## src/hdl/rttwin_pkg.sv

```systemverilog
// Shared types and constants for the RTT-driven AIMD congestion window block.
// Holds the flow state record, the window event codes and field widths.
// No dependencies.
`default_nettype none

package rttwin_pkg;

  localparam int WIN_W = 17;
  localparam int RTT_W = 32;
  localparam int RUN_W = 3;

  localparam logic [WIN_W-1:0] DEFAULT_WINDOW = 17'd64;
  localparam logic [WIN_W-1:0] WINDOW_LIMIT   = 17'h1FFFF;
  localparam logic [RUN_W-1:0] RUN_TARGET     = 3'd5;

  // Event code reported with every result
  typedef enum logic [1:0] {
    EV_NONE      = 2'd0,
    EV_IGNORED   = 2'd1,
    EV_HALVED    = 2'd2,
    EV_INCREASED = 2'd3
  } win_event_t;

  // Flow state carried from one sample to the next
  typedef struct packed {
    logic [RTT_W-1:0] rtt_average;
    logic [RTT_W-1:0] rtt_floor;
    logic             seen_sample;
    logic [WIN_W-1:0] window_now;
    logic [RUN_W-1:0] low_rtt_run;
  } flow_state_t;

  // Window loaded on restart: zero selects the default
  function automatic logic [WIN_W-1:0] restart_window(input logic [WIN_W-1:0] start);
    restart_window = (start != '0) ? start : DEFAULT_WINDOW;
  endfunction

endpackage

`default_nettype wire

```

## src/hdl/rtt_ewma_aimd_window_core.sv

```systemverilog
// RTT-driven AIMD congestion window core with an EWMA round trip estimate.
// Top level: input register, flow state, result register; uses rttwin_pkg
// and rttwin_update.
//
// Usage:
//   Sample channel: rtt_sample_us with sample_valid / sample_ready. A zero
//   sample leaves the flow state alone and reports event "ignored".
//   Result channel: cwnd_chunks, smoothed_rtt, baseline_rtt, window_event
//   with result_valid / result_ready; exactly one result per sample.
//   Config: pulse start_cwnd_we with start_cwnd to set the start
//   window (zero selects 64) and restart the flow; write only when idle.
// Timing:
//   A sample passes through the input register, then through the update logic
//   into the result register. Throughput is one sample per cycle while
//   result_ready does not stall; the state loop closes through the combinational
//   update logic (adds, compares and constant multiplies).
// Reset (synchronous, rst high): both stages empty, window 64, smoothed
//   RTT, baseline and run counter zero.
// Stall: while result_ready is low the result holds; one more sample may
//   wait in the input register, then sample_ready drops.
`default_nettype none

module rtt_ewma_aimd_window_core #(
  parameter int MAX_WINDOW = 65536
) (
  input  wire logic        clk,
  input  wire logic        rst,
  input  wire logic        start_cwnd_we,
  input  wire logic [16:0] start_cwnd,
  input  wire logic        sample_valid,
  output logic             sample_ready,
  input  wire logic [31:0] rtt_sample_us,
  output logic             result_valid,
  input  wire logic        result_ready,
  output logic [16:0]      cwnd_chunks,
  output logic [31:0]      smoothed_rtt,
  output logic [31:0]      baseline_rtt,
  output logic [1:0]       window_event
);
  import rttwin_pkg::*;

  localparam logic [WIN_W-1:0] WINDOW_CAP =
    (MAX_WINDOW > int'(WINDOW_LIMIT)) ? WINDOW_LIMIT :
    (MAX_WINDOW < 1) ? 17'd1 : WIN_W'(MAX_WINDOW);

  logic             stage_valid;
  logic [RTT_W-1:0] stage_sample;
  logic             advance;
  flow_state_t      state;
  flow_state_t      state_next;
  win_event_t       event_next;

  assign advance      = stage_valid && (!result_valid || result_ready);
  assign sample_ready = !stage_valid || advance;

  // Input register
  always_ff @(posedge clk) begin
    if (rst) begin
      stage_valid <= 1'b0;
    end else if (sample_ready) begin
      stage_valid <= sample_valid;
    end
    if (sample_valid && sample_ready) begin
      stage_sample <= rtt_sample_us;
    end
  end

  rttwin_update #(
    .WINDOW_CAP(WINDOW_CAP)
  ) u_update (
    .cur          (state),
    .rtt_sample_us(stage_sample),
    .nxt          (state_next),
    .win_event    (event_next)
  );

  // Flow state: restart on reset or config write, advance per sample
  always_ff @(posedge clk) begin
    if (rst) begin
      state <= '{rtt_average: '0, rtt_floor: '0, seen_sample: 1'b0,
                 window_now: DEFAULT_WINDOW, low_rtt_run: '0};
    end else if (start_cwnd_we) begin
      state <= '{rtt_average: '0, rtt_floor: '0, seen_sample: 1'b0,
                 window_now: restart_window(start_cwnd), low_rtt_run: '0};
    end else if (advance) begin
      state <= state_next;
    end
  end

  // Result register
  always_ff @(posedge clk) begin
    if (rst) begin
      result_valid <= 1'b0;
    end else if (!result_valid || result_ready) begin
      result_valid <= stage_valid;
    end
    if (advance) begin
      cwnd_chunks  <= state_next.window_now;
      smoothed_rtt <= state_next.rtt_average;
      baseline_rtt <= state_next.rtt_floor;
      window_event <= event_next;
    end
  end

endmodule

`default_nettype wire

```

## src/hdl/rttwin_update.sv

```systemverilog
// Next-state logic for one RTT sample: EWMA update, baseline minimum and
// the AIMD window decision. Purely combinational; depends on rttwin_pkg.
`default_nettype none

module rttwin_update #(
  parameter logic [16:0] WINDOW_CAP = 17'd65536
) (
  input  wire rttwin_pkg::flow_state_t cur,
  input  wire logic [31:0]             rtt_sample_us,
  output rttwin_pkg::flow_state_t      nxt,
  output rttwin_pkg::win_event_t       win_event
);
  import rttwin_pkg::*;

  logic [RTT_W+2:0] ewma_acc;
  logic [RTT_W-1:0] avg_new;
  logic [RTT_W-1:0] floor_new;
  logic             above_double;
  logic             near_floor;
  logic [RTT_W+3:0] avg_x10;
  logic [RTT_W+3:0] floor_x11;
  logic [RUN_W-1:0] run_inc;
  logic [WIN_W-1:0] win_half;
  logic [WIN_W:0]   win_plus;

  // Smoothed RTT and baseline
  always_comb begin
    ewma_acc = {cur.rtt_average, 3'b000} - {3'b000, cur.rtt_average}
             + {3'b000, rtt_sample_us};
    if (!cur.seen_sample) begin
      avg_new   = rtt_sample_us;
      floor_new = rtt_sample_us;
    end else begin
      avg_new   = ewma_acc[RTT_W+2:3];
      floor_new = (avg_new < cur.rtt_floor) ? avg_new : cur.rtt_floor;
    end
  end

  // Ratio tests as exact cross-multiplications
  always_comb begin
    above_double = {1'b0, avg_new} > {floor_new, 1'b0};
    avg_x10      = {1'b0, avg_new, 3'b000} + {3'b000, avg_new, 1'b0};
    floor_x11    = {1'b0, floor_new, 3'b000} + {3'b000, floor_new, 1'b0}
                 + {4'b0000, floor_new};
    near_floor   = avg_x10 <= floor_x11;
  end

  // Window decrease and increase candidates
  always_comb begin
    run_inc  = cur.low_rtt_run + 3'd1;
    win_half = cur.window_now >> 1;
    if (win_half == '0) win_half = 17'd1;
    win_plus = {1'b0, cur.window_now} + 18'd1;
  end

  // Select next state and event
  always_comb begin
    nxt       = cur;
    win_event = EV_NONE;
    if (rtt_sample_us == '0) begin
      win_event = EV_IGNORED;
    end else begin
      nxt.rtt_average = avg_new;
      nxt.rtt_floor   = floor_new;
      nxt.seen_sample = 1'b1;
      if (floor_new != '0) begin
        if (above_double) begin
          nxt.window_now  = win_half;
          nxt.low_rtt_run = '0;
          win_event       = EV_HALVED;
        end else if (near_floor) begin
          nxt.low_rtt_run = run_inc;
          if (run_inc >= RUN_TARGET) begin
            nxt.window_now  = (win_plus > {1'b0, WINDOW_CAP}) ? WINDOW_CAP
                                                               : win_plus[WIN_W-1:0];
            nxt.low_rtt_run = '0;
            win_event       = EV_INCREASED;
          end
        end else begin
          nxt.low_rtt_run = '0;
        end
      end
    end
  end

endmodule

`default_nettype wire

```

## config.mk

```make
export PLATFORM = sky130hd
export DESIGN_NAME = rtt_ewma_aimd_window_core
export DESIGN_NICKNAME = d
export VERILOG_FILES = /design/src/hdl/rttwin_pkg.sv /design/src/hdl/rtt_ewma_aimd_window_core.sv /design/src/hdl/rttwin_update.sv
export SDC_FILE = /design/constraint.sdc
export NUM_CORES = 1
export LEC_CHECK = 0
export ABC_AREA = 0
export BUFFER_PORTS_ARGS = -buffer_cell sky130_fd_sc_hd__buf_2
export CAP_MARGIN = 25
export CORE_AREA = 5 5 255 257
export CTS_BUF_LIST = sky130_fd_sc_hd__clkbuf_4 sky130_fd_sc_hd__clkbuf_8 sky130_fd_sc_hd__clkbuf_16
export CTS_CLUSTER_SIZE = 14
export DETAILED_ROUTE_END_ITERATION = 8
export DIE_AREA = 0 0 260 262
export HOLD_SLACK_MARGIN = 0.12
export PLACE_DENSITY = 0.56
export SYNTH_ARGS = -nofsm -noshare
export SYNTH_HDL_FRONTEND = slang
export SYNTH_SLANG_ARGS = --single-unit
```

## constraint.sdc

```tcl
create_clock -name clk -period 23.8 [get_ports clk]
set_clock_uncertainty 0.05 [all_clocks]
set_input_delay 1.19 -clock clk [delete_from_list [all_inputs] [get_ports clk]]
set_output_delay 1.19 -clock clk [all_outputs]
set_load 0.005 [all_outputs]
```

== Word-level counts from Yosys, hierarchy flattened ==
Index checks and enable logic that the tools add are counted.

* Add/subtract/negate cells: 7
* Order comparisons: 5
* Multiplexer cells: 18
* Bitwise logic cells: 2
* Reductions and logical operators: 15

{| class="wikitable"
|+ Operator list
! operator !! number
|-
| 20-bit two-way mux || 5
|-
| 32-bit two-way mux || 3
|-
| 85-bit two-way mux || 1
|-
| 35-bit by 33-bit adder with 36-bit output || 2
|-
| 17-bit two-way mux || 3
|-
| 36-bit by 32-bit adder with 36-bit output || 1
|-
| 36-bit <= comparator || 1
|-
| 35-bit by 32-bit adder with 35-bit output || 1
|-
| 35-bit by 32-bit subtractor with 35-bit output || 1
|-
| 32-bit by 33-bit > comparator with 1-bit output || 1
|-
| 32-bit logical NOT || 1
|-
| 32-bit < comparator || 1
|-
| 32-bit nonzero test || 1
|-
| 17-bit by 1-bit adder with 18-bit output (second input constant) || 1
|-
| 18-bit by 17-bit > comparator with 1-bit output (second input constant) || 1
|-
| 17-bit logical NOT || 1
|-
| 17-bit nonzero test || 1
|-
| 16-bit two-way mux || 1
|-
| 2-bit two-way mux || 3
|-
| 2-bit OR reduction || 2
|-
| 3-bit by 1-bit adder with 3-bit output (second input constant) || 1
|-
| 3-bit >= comparator (second input constant) || 1
|-
| 3-bit two-way mux || 1
|-
| 3-bit AND reduction || 1
|-
| 7 further kinds || 11
|}

* Register bits after elaboration: 202
* Input bits: 54
* Output and inout bits: 85
* Logic and storage cells: 60

== Logic depth before layout (Yosys ltp) ==
Gate-level depths: netlist (run 1).

* Depth in word-level cells: 14
* Mapped depth: 59

== Modules after synthesis ==
A second synthesis (run 1) with hierarchy kept.

* Cell total of the unflattened synthesis: 2270
* Area, all modules: 18741.7 um2

{| class="wikitable"
|+ By module, submodules not included
! module !! times used !! cells an instance !! area an instance (um2) !! seq. area each (um2)
|-
| rttwin_update || 1 || 1748 || 12051.6 || 0.0
|-
| rtt_ewma_aimd_window_core || 1 || 522 || 6690.2 || 5195.0
|}

== Worst setup path before layout (run 1) ==
OpenSTA, ideal clock, no wires.

* Path type: register to register
* From: reg stage_sample[12]
* To: reg state[10] in the netlist's numbering
* Library setup time: 0.091 ns
* Arrival time: 11.588 ns
* Required time: 23.659 ns
* Slack: 12.071 ns
* Stages on the path, launching flop included: 54
* Clock period less this slack: 11.729 ns
* Cell sequence: edfxtp_1 > inv_1 > fa_1 > inv_1 > ha_1 > and2_1 > a221o_1 > a41oi_1 > o31ai_1 > a211o_1 > o31ai_1 > o21bai_1 > xnor2_1 > inv_1 > ha_1 > nand4_1 > nand4bb_1 > nor3_1 > [18 not listed] > a21oi_1 > xor2_1 > ha_1 > nand2_1 > nor3_1 > and2_1 > nand2_1 > or3_1 > or4_1 > a21bo_2 > nand4_4 > nor2_1 > o211ai_1 > buf_2 > buf_2 > nor4_1 > o21ai_1 > a311oi_1

* Longest elaborated chain between the ends: 13

{| class="wikitable"
|+ RTL lines
! item !! RTL line !! text
|-
| start, declared || rtt_ewma_aimd_window_core.sv:47 || <nowiki>logic [RTT_W-1:0] stage_sample;</nowiki>
|-
| start signal, assigned || rtt_ewma_aimd_window_core.sv:64 || <nowiki>stage_sample <= rtt_sample_us;</nowiki>
|-
| 35-bit by 32-bit adder with 35-bit output || rttwin_update.sv:29 || <nowiki>+ {3'b000, rtt_sample_us};</nowiki>
|-
| 32-bit < comparator || rttwin_update.sv:35 || <nowiki>floor_new = (avg_new < cur.rtt_floor) ? avg_new : cur.rtt_floor;</nowiki>
|-
| 32-bit two-way mux || rttwin_update.sv:35 ||
|-
| 32-bit two-way mux || rttwin_update.sv:30 || <nowiki>if (!cur.seen_sample) begin</nowiki>
|-
| 35-bit by 33-bit adder with 36-bit output || rttwin_update.sv:43 || <nowiki>floor_x11 = {1'b0, floor_new, 3'b000} + {3'b000, floor_new, 1'b0}</nowiki>
|-
| 36-bit by 32-bit adder with 36-bit output || rttwin_update.sv:44 || <nowiki>+ {4'b0000, floor_new};</nowiki>
|-
| 36-bit <= comparator || rttwin_update.sv:45 || <nowiki>near_floor = avg_x10 <= floor_x11;</nowiki>
|-
| 17-bit two-way mux || rttwin_update.sv:71 || <nowiki>end else if (near_floor) begin</nowiki>
|-
| 20-bit two-way mux || rttwin_update.sv:67 || <nowiki>if (above_double) begin</nowiki>
|-
| 20-bit two-way mux || rttwin_update.sv:66 || <nowiki>if (floor_new != '0) begin</nowiki>
|-
| 85-bit two-way mux * || rttwin_update.sv:60 || <nowiki>if (rtt_sample_us == '0) begin</nowiki>
|-
| 20-bit two-way mux * || rtt_ewma_aimd_window_core.sv:85 || <nowiki>end else if (advance) begin</nowiki>
|-
| 20-bit two-way mux * || rtt_ewma_aimd_window_core.sv:82 || <nowiki>end else if (start_cwnd_we) begin</nowiki>
|-
| end signal, assigned || rtt_ewma_aimd_window_core.sv:80 || <nowiki>state <= '{rtt_average: '0, rtt_floor: '0, seen_sample: 1'b0,</nowiki>
|-
| end signal, assigned || rtt_ewma_aimd_window_core.sv:83 || <nowiki>state <= '{rtt_average: '0, rtt_floor: '0, seen_sample: 1'b0,</nowiki>
|-
| end signal, assigned || rtt_ewma_aimd_window_core.sv:86 || <nowiki>state <= state_next;</nowiki>
|-
| end, declared || rtt_ewma_aimd_window_core.sv:49 || <nowiki>flow_state_t state;</nowiki>
|}

Mark *: on every way between the ends. The rest lies on a longest branch, timed or not. The select of a mux whose other input is x is not followed.
A chain may end at the register's enable or synchronous reset.

== Worst setup path after layout (run 1) ==
* From: reg stage_sample[12]
* To: reg state[4] in the netlist's numbering

The elaborated chain is that of the path after synthesis.

==> metrics.md, run 1 <==
| Metric | Value |
|---|---|
| Switching power total | `638 uW` |
| # rows | `92` |
| Pre-CTS WS | `9.53 ns` |
| Slew Viols, Final | `0` |
| Synth warnings | `0` |
| Syn Std Cell Area | `18600 um^2` |
| Power Density | `74.9 nW/um^2` |
| Total negative slack | `0 ns` |
| DPL Wire Length | `48.8 mm` |
| RSZ-0062 raised after global routing | `no` |
| R2r setup slk | `9.43 ns` |
| CTS tree | `done` |
| Routability Congestion | `0.950` |
| Global route total overflow | `0` |
| Clk sinks | `202` |
| Core ar. | `62500 um^2` |
| Sw Share | `40.6%` |
| Net Count, Synth | `2543` |
| Combinational share of power | `48.4%` |
| Pin count of the biggest net entering global routing | `88` |
| Post-cts sizing count | `0` |
| Post-route clock period utilization | `60.4%` |
| Hold WS | `0.415 ns` |
| Setup-failing EPs final | `0` |
| Final Hold Viols | `0` |
| Avg Vias per Cell | `5.29` |
| Crit. End Element | `flip-flop` |
| Worst setup endpoint | `state[4]` |
| Final net count | `2635` |
| Crit Reg-Reg Startpoint | `stage_sample[12]` |
| Max stage delay on crit path | `0.62 ns` |
| Routed WL | `62.4 mm` |
| Slew margin rel. | `26.1%` |
| Seq cells post-synth | `202` |
| Mean Syn Cell Area | `8.31 um^2` |
| FFs w/ async S/R, synth | `0%` |
| Commonest non-fill, non-tap cell in the layout | `inv_1` |
| Top post-synthesis cells by area | `edfxtp_1 19%, ha_1 14%, dfxtp_1 9.4%, fa_1 5.6%, a21oi_1 5.5%` |
| Arr. time, crit path | `14.77 ns` |
| Gr usage total | `17.7%` |
| Most frequent cells in the layout | `262 x inv_1, 211 x nor2_1, 205 x a21oi_1` |
| Crit path max fanout | `23` |
| Clk_lat worst skew | `0.57 ns` |
| Cell Area, Placed | `20100 um^2` |
| Initial antenna violation count | `0` |
| First-pass GRT wire length | `96.1 mm` |
| Sequential fraction of the synthesis area | `28.0%` |
| Internal power | `932 uW` |
| Die H | `262 um` |
| Critical Path Start | `stage_sample[12]` |
| Required time worst endpoint | `24.20 ns` |
| Area leader, netlist | `edfxtp_1` |
| IO Pins | `139` |
| Leakage | `0.00903 uW` |
| Initial Utilization | `29.7%` |
| DRC errors left | `0` |
| Initial detailed-routing violation count | `1838` |
| Reg2reg end | `state[4]` |
| P&R area growth vs syn | `12.8%` |
| Critical path's slowest cell | `fa_1` |
| Setup slack after layout | `9.43 ns` |
| Die W | `260 um` |
| Design area | `21000 um^2` |
| Root buffer cell | `clkbuf_16` |
| Fillcell total | `6509` |
| DR vias | `16900` |
| Netlist cell types | `91` |
| Synth top area share | `18.6%` |
| TritonRoute pass-1 iters | `6` |
| Num CTS Buffers | `25` |
| Post-synth EDFFs | `115` |
| Clock share of power | `25.6%` |
| Max Freq | `0.0696 GHz` |
| Minimum clock period | `14.37 ns` |
| Setup repair bufs after CTS | `0` |
| Crit Path Class | `reg2reg` |
| # hold bufs at CTS | `0` |
| VDD IR max | `0.0000604 V` |
| Critical Path Start Type | `flip-flop` |
| H-tree depth | `1` |
| Vias in the first global route | `16200` |
| Synth Flop Type | `edfxtp_1` |
| Clock Path Buffers | `3` |
| Clock slew at reported path FFs | `0.06 ns` |
| # Max-Cap Violations | `0` |
| Share of cells above drive strength 1 | `10.9%` |
| Tightest Pin Transition | `1.10 ns` |
| Sequential fraction of design power | `26.1%` |
| Outcome | `completed` |
| Cells after Synth | `2236` |
| Die area | `68100 um^2` |
| Hold WC Path Type | `reg2reg` |
| Hold_sp | `state[55]` |
| Worst r2r path cells | `54` |
| Post-route ant nets | `0` |
| WL/cell | `19.5 um` |
| Port bufs | `138` |
==> power groups by stage <==
stage / combinational (uW) / sequential (uW) / clock, uW
global placement: 735 / 416 / 0
finish: 759 / 410 / 401
CTS: 754 / 409 / 410
global route: 857 / 411 / 422
detailed placement: 749 / 416 / 0
floorplan: 560 / 408 / 0
==> routing by layer <==
metal / wire (um) / track usage [%] / part of all wire (%)
met1: 29100 / 25.7 / 47
met2: 27700 / 28.0 / 44
met3: 4030 / 1.99 / 6.5
met4: 1600 / 4.86 / 2.6
met5: 0 / 0 / 0
==> final cells by class <==
class | instances | area, um^2 | share of cell area (%)
diodes | 1 | 2.50 | 0.0119
clock buffers | 31 | 671 | 3.20
clock inverters | 15 | 168 | 0.800
inverters | 266 | 1000 | 4.77
multi-input cells | 1672 | 12000 | 57.3
flip-flops and latches | 202 | 5200 | 24.8
well taps | 846 | 1060 | 5.05
repair buffers | 161 | 858 | 4.09
==> sequential cells by signal, indices dropped and copies added (netlist names) <==
register	cells
state	85
baseline_rtt	32
smoothed_rtt	32
stage_sample	32
cwnd_chunks	17
window_event	2
result_valid	1
stage_valid	1
==> Yosys cell counts (8+ instances only) <==
cell / count
nor2_1: 212
or2_2: 9
ha_1: 201
a21oi_1: 205
o21a_1: 17
nor2b_1: 13
inv_1: 263
nand4_1: 23
edfxtp_1: 115
nand3_1: 39
xor2_1: 43
nand2b_1: 19
o21bai_1: 20
o211ai_1: 12
nand2_1: 171
nor4_1: 27
or4_1: 10
o31ai_1: 15
buf_2: 9
a211o_1: 9
or3_1: 10
mux2i_1: 17
fa_1: 52
and3_1: 28
and2_1: 11
dfxtp_1: 87
xnor2_1: 61
a311oi_1: 13
clkbuf_1: 79
a31oi_1: 27
a21o_1: 70
a221oi_1: 8
a211oi_1: 54
o21ai_0: 96
nor3_1: 50
o21ai_1: 16
nand3b_1: 10
==> stage by stage <==
| stage | total power (uW) | instances | utilization (%) |
|---|---|---|---|
| 6_report | 1570 | 3194 | 33.5 |
| 3_5_place_dp | 1170 | 3146 | 32.2 |
| 5_1_grt | 1690 | 3193 | 33.5 |
| 2_1_floorplan | 968 | 2236 | - |
| 3_3_place_gp | 1150 | 3144 | 32.2 |
| 4_1_cts | 1570 | 3192 | 33.5 |
==> cell families after synthesis <==
group | share of synthesized area, %
AND/OR/NAND/NOR | 16.8
adder cells (fa/ha/maj) | 19.1
multiplexers | 0.976
buffers and inverters | 7.51
XOR/XNOR | 4.90
flip-flops | 28.0
AO/OA/AOI/OAI | 22.7
==> how the worst min path moves through the flow <==
stage                     cells after the start   endpoint  slack [ns]
after floorplan                               2  state[55]        0.39
after global placement                        2  state[55]        0.39
after detailed placement                      2  state[55]        0.41
after CTS                                     2  state[55]        0.42
after global routing                          2  state[55]        0.45
final                                         2  state[55]        0.42
==> critical path: cells and delay by family (launching register included) <==
kind	cells	cell delay [ns]
AO/OA/AOI/OAI	24	5.57
AND/OR/NAND/NOR	17	4.64
adder cells (fa/ha/maj)	6	2.43
buffers and inverters	6	0.81
flip-flops	1	0.42
XOR/XNOR	1	0.28
Power figures use the tool's default switching activity.
==> inputs of run 2 (changes only) <==
--- a/config.mk
+++ b/config.mk
@@ -14,7 +14,7 @@
 export DETAILED_ROUTE_END_ITERATION = 8
 export DIE_AREA = 0 0 260 262
 export HOLD_SLACK_MARGIN = 0.12
-export PLACE_DENSITY = 0.56
+export PLACE_DENSITY = 0.58
 export SYNTH_ARGS = -nofsm -noshare
 export SYNTH_HDL_FRONTEND = slang
 export SYNTH_SLANG_ARGS = --single-unit
==> constraint.sdc (replaced) <==
create_clock -name clk -period 13.15 [get_ports clk]
set_clock_uncertainty 0.05 [all_clocks]
set_input_delay 0.6575 -clock clk [delete_from_list [all_inputs] [get_ports clk]]
set_output_delay 0.6575 -clock clk [all_outputs]
set_load 0.005 [all_outputs]
==> metrics.md, run 2 (same netlist as run 1, synthesis figures left out) <==
| Metric | Value |
|---|---|
| Worst setup endpoint | `state[11]` |
| DR vias | `17200` |
| Pin count of the biggest net entering global routing | `89` |
| Minimum clock period | `12.46 ns` |
| Post-route ant nets | `0` |
| Hold WC Path Type | `in2reg` |
| RSZ-0062 raised after global routing | `no` |
| Sequential fraction of design power | `25.9%` |
| H-tree depth | `1` |
| Clock share of power | `23.6%` |
| Commonest non-fill, non-tap cell in the layout | `inv_1` |
| Cells after DPL | `3181` |
| DRC errors left | `0` |
| R2r setup slk | `0.69 ns` |
| Slew margin rel. | `32.1%` |
| Design area | `21400 um^2` |
| Tot Pwr | `2860 uW` |
| Fillcell total | `6456` |
| Share of cells above drive strength 1 | `13.4%` |
| Max reg flops | `85` |
| Final net count | `2682` |
| VDD IR max | `0.0000866 V` |
| Multi-input logic area | `12200 um^2` |
| Max stage delay on crit path | `0.53 ns` |
| Reg with most FFs | `state` |
| Clock Path Buffers | `3` |
| Core ar. | `62500 um^2` |
| Internal power | `1680 uW` |
| Setup-failing EPs final | `0` |
| Crit path max fanout | `19` |
| Outcome | `completed` |
| Crit Reg-Reg Startpoint | `stage_sample[12]` |
| Final Hold Viols | `0` |
| Critical Path Start Type | `flip-flop` |
| Tightest Pin Transition | `1.01 ns` |
| Sw Share | `41.2%` |
| Port bufs | `138` |
| Initial detailed-routing violation count | `1487` |
| CTS tree | `done` |
| First-pass GRT wire length | `95.4 mm` |
| Initial antenna violation count | `2` |
| Power Density | `133 nW/um^2` |
| # rows | `92` |
| Crit Path Class | `reg2reg` |
| Total negative slack | `0 ns` |
| Critical Path Start | `stage_sample[12]` |
| DPL Wire Length | `49.2 mm` |
| Avg Vias per Cell | `5.32` |
| IO Pins | `139` |
| Die H | `262 um` |
| Reg2reg end | `state[11]` |
| Root buffer cell | `clkbuf_16` |
| Global route total overflow | `0` |
| Vias in the first global route | `16200` |
| Clk_lat worst skew | `0.55 ns` |
| Cell Area, Placed | `20400 um^2` |
| Worst r2r path cells | `53` |
| Required time worst endpoint | `13.55 ns` |
| Reg area | `5200 um^2` |
| Arr. time, crit path | `12.86 ns` |
| Final Non-Filler Cells | `3240` |
| Crit. End Element | `flip-flop` |
| Slew Viols, Final | `0` |
| Switching power total | `1180 uW` |
| Max Freq | `0.0802 GHz` |
| Most frequent cells in the layout | `262 x inv_1, 210 x nor2_1, 201 x ha_1` |
| Clock slew at reported path FFs | `0.06 ns` |
| Die area | `68100 um^2` |
| P&R area growth vs syn | `15.4%` |
| Critical path's slowest cell | `fa_1` |
| Clk sinks | `202` |
| TritonRoute pass-1 iters | `6` |
| Post-route clock period utilization | `94.8%` |
| Hold WS | `0.232 ns` |
| Routability Congestion | `0.906` |
| Gr usage total | `17.7%` |
| WL/cell | `19.6 um` |
| Die W | `260 um` |
| Routed WL | `63.5 mm` |
| # Max-Cap Violations | `0` |
| Initial Utilization | `29.7%` |
| Num CTS Buffers | `25` |
| Top cell by count, worst path | `ha_1` |
| Combinational share of power | `50.5%` |
| Leakage | `0.00927 uW` |
==> run 2: area by class of cell <==
cell class / instances / area share (%)
Timing Repair Buffer: 208 / 5.76
Clock buffer: 27 / 2.99
Antenna cell: 1 / 0.0117
Multi-Input combinational cell: 1672 / 56.8
Tap cell: 846 / 4.94
Inverter: 266 / 4.67
Sequential cell: 202 / 24.2
Clock inverter: 18 / 0.618
==> run 2: timing repair <==
action / in CTS / in global routing
buffers inserted: 1 / 11
pin swaps: 0 / 9
hold buffers: 0 / 0
endpoints found under the setup margin: 28 / 39
gates resized for setup: 3 / 33
==> run 2: per-layer routing <==
layer  part of all wire, %  up-vias  global-route usage, %
met5                 0.020        -                      0
met4                   3.5        2                   5.87
met3                   6.6       84                   1.90
met2                    43      607                   26.8
met1                    47     8285                   26.2
li1                      -     8244                      -
==> run 2: worst min-delay path by stage <==
stage,startpoint,endpoint,cells after the start
after floorplan,state[55],state[55],2
after global placement,state[55],state[55],2
after detailed placement,state[55],state[55],2
after CTS,rtt_sample_us[30],stage_sample[30],1
after global routing,rtt_sample_us[20],stage_sample[20],1
final,rtt_sample_us[26],stage_sample[26],1
==> run 2: worst max-delay path, delay by kind of cell, from the launching register on <==
kind	cells	cell delay, ns
AO/OA/AOI/OAI	26	5.95
AND/OR/NAND/NOR	13	2.76
adder cells (fa/ha/maj)	6	2.09
buffers and inverters	6	0.76
flip-flops	1	0.40
XOR/XNOR	2	0.34
==> run 2: stage by stage <==
stage                     worst slack [ns]  utilization, %
after global placement              0.0822            32.6
final                                0.689            34.3
after global routing               0.00133            34.3
after CTS                           0.0157            33.9
after floorplan                       1.42               -
after detailed placement            -0.236            32.6
==> run 2: power by group through the flow <==
stage / sequential [uW] / clock [uW] / combinational [uW]
floorplan: 738 / 0 / 1010
global placement: 753 / 0 / 1350
detailed placement: 753 / 0 / 1370
CTS: 740 / 690 / 1390
global route: 744 / 711 / 1610
finish: 741 / 675 / 1450
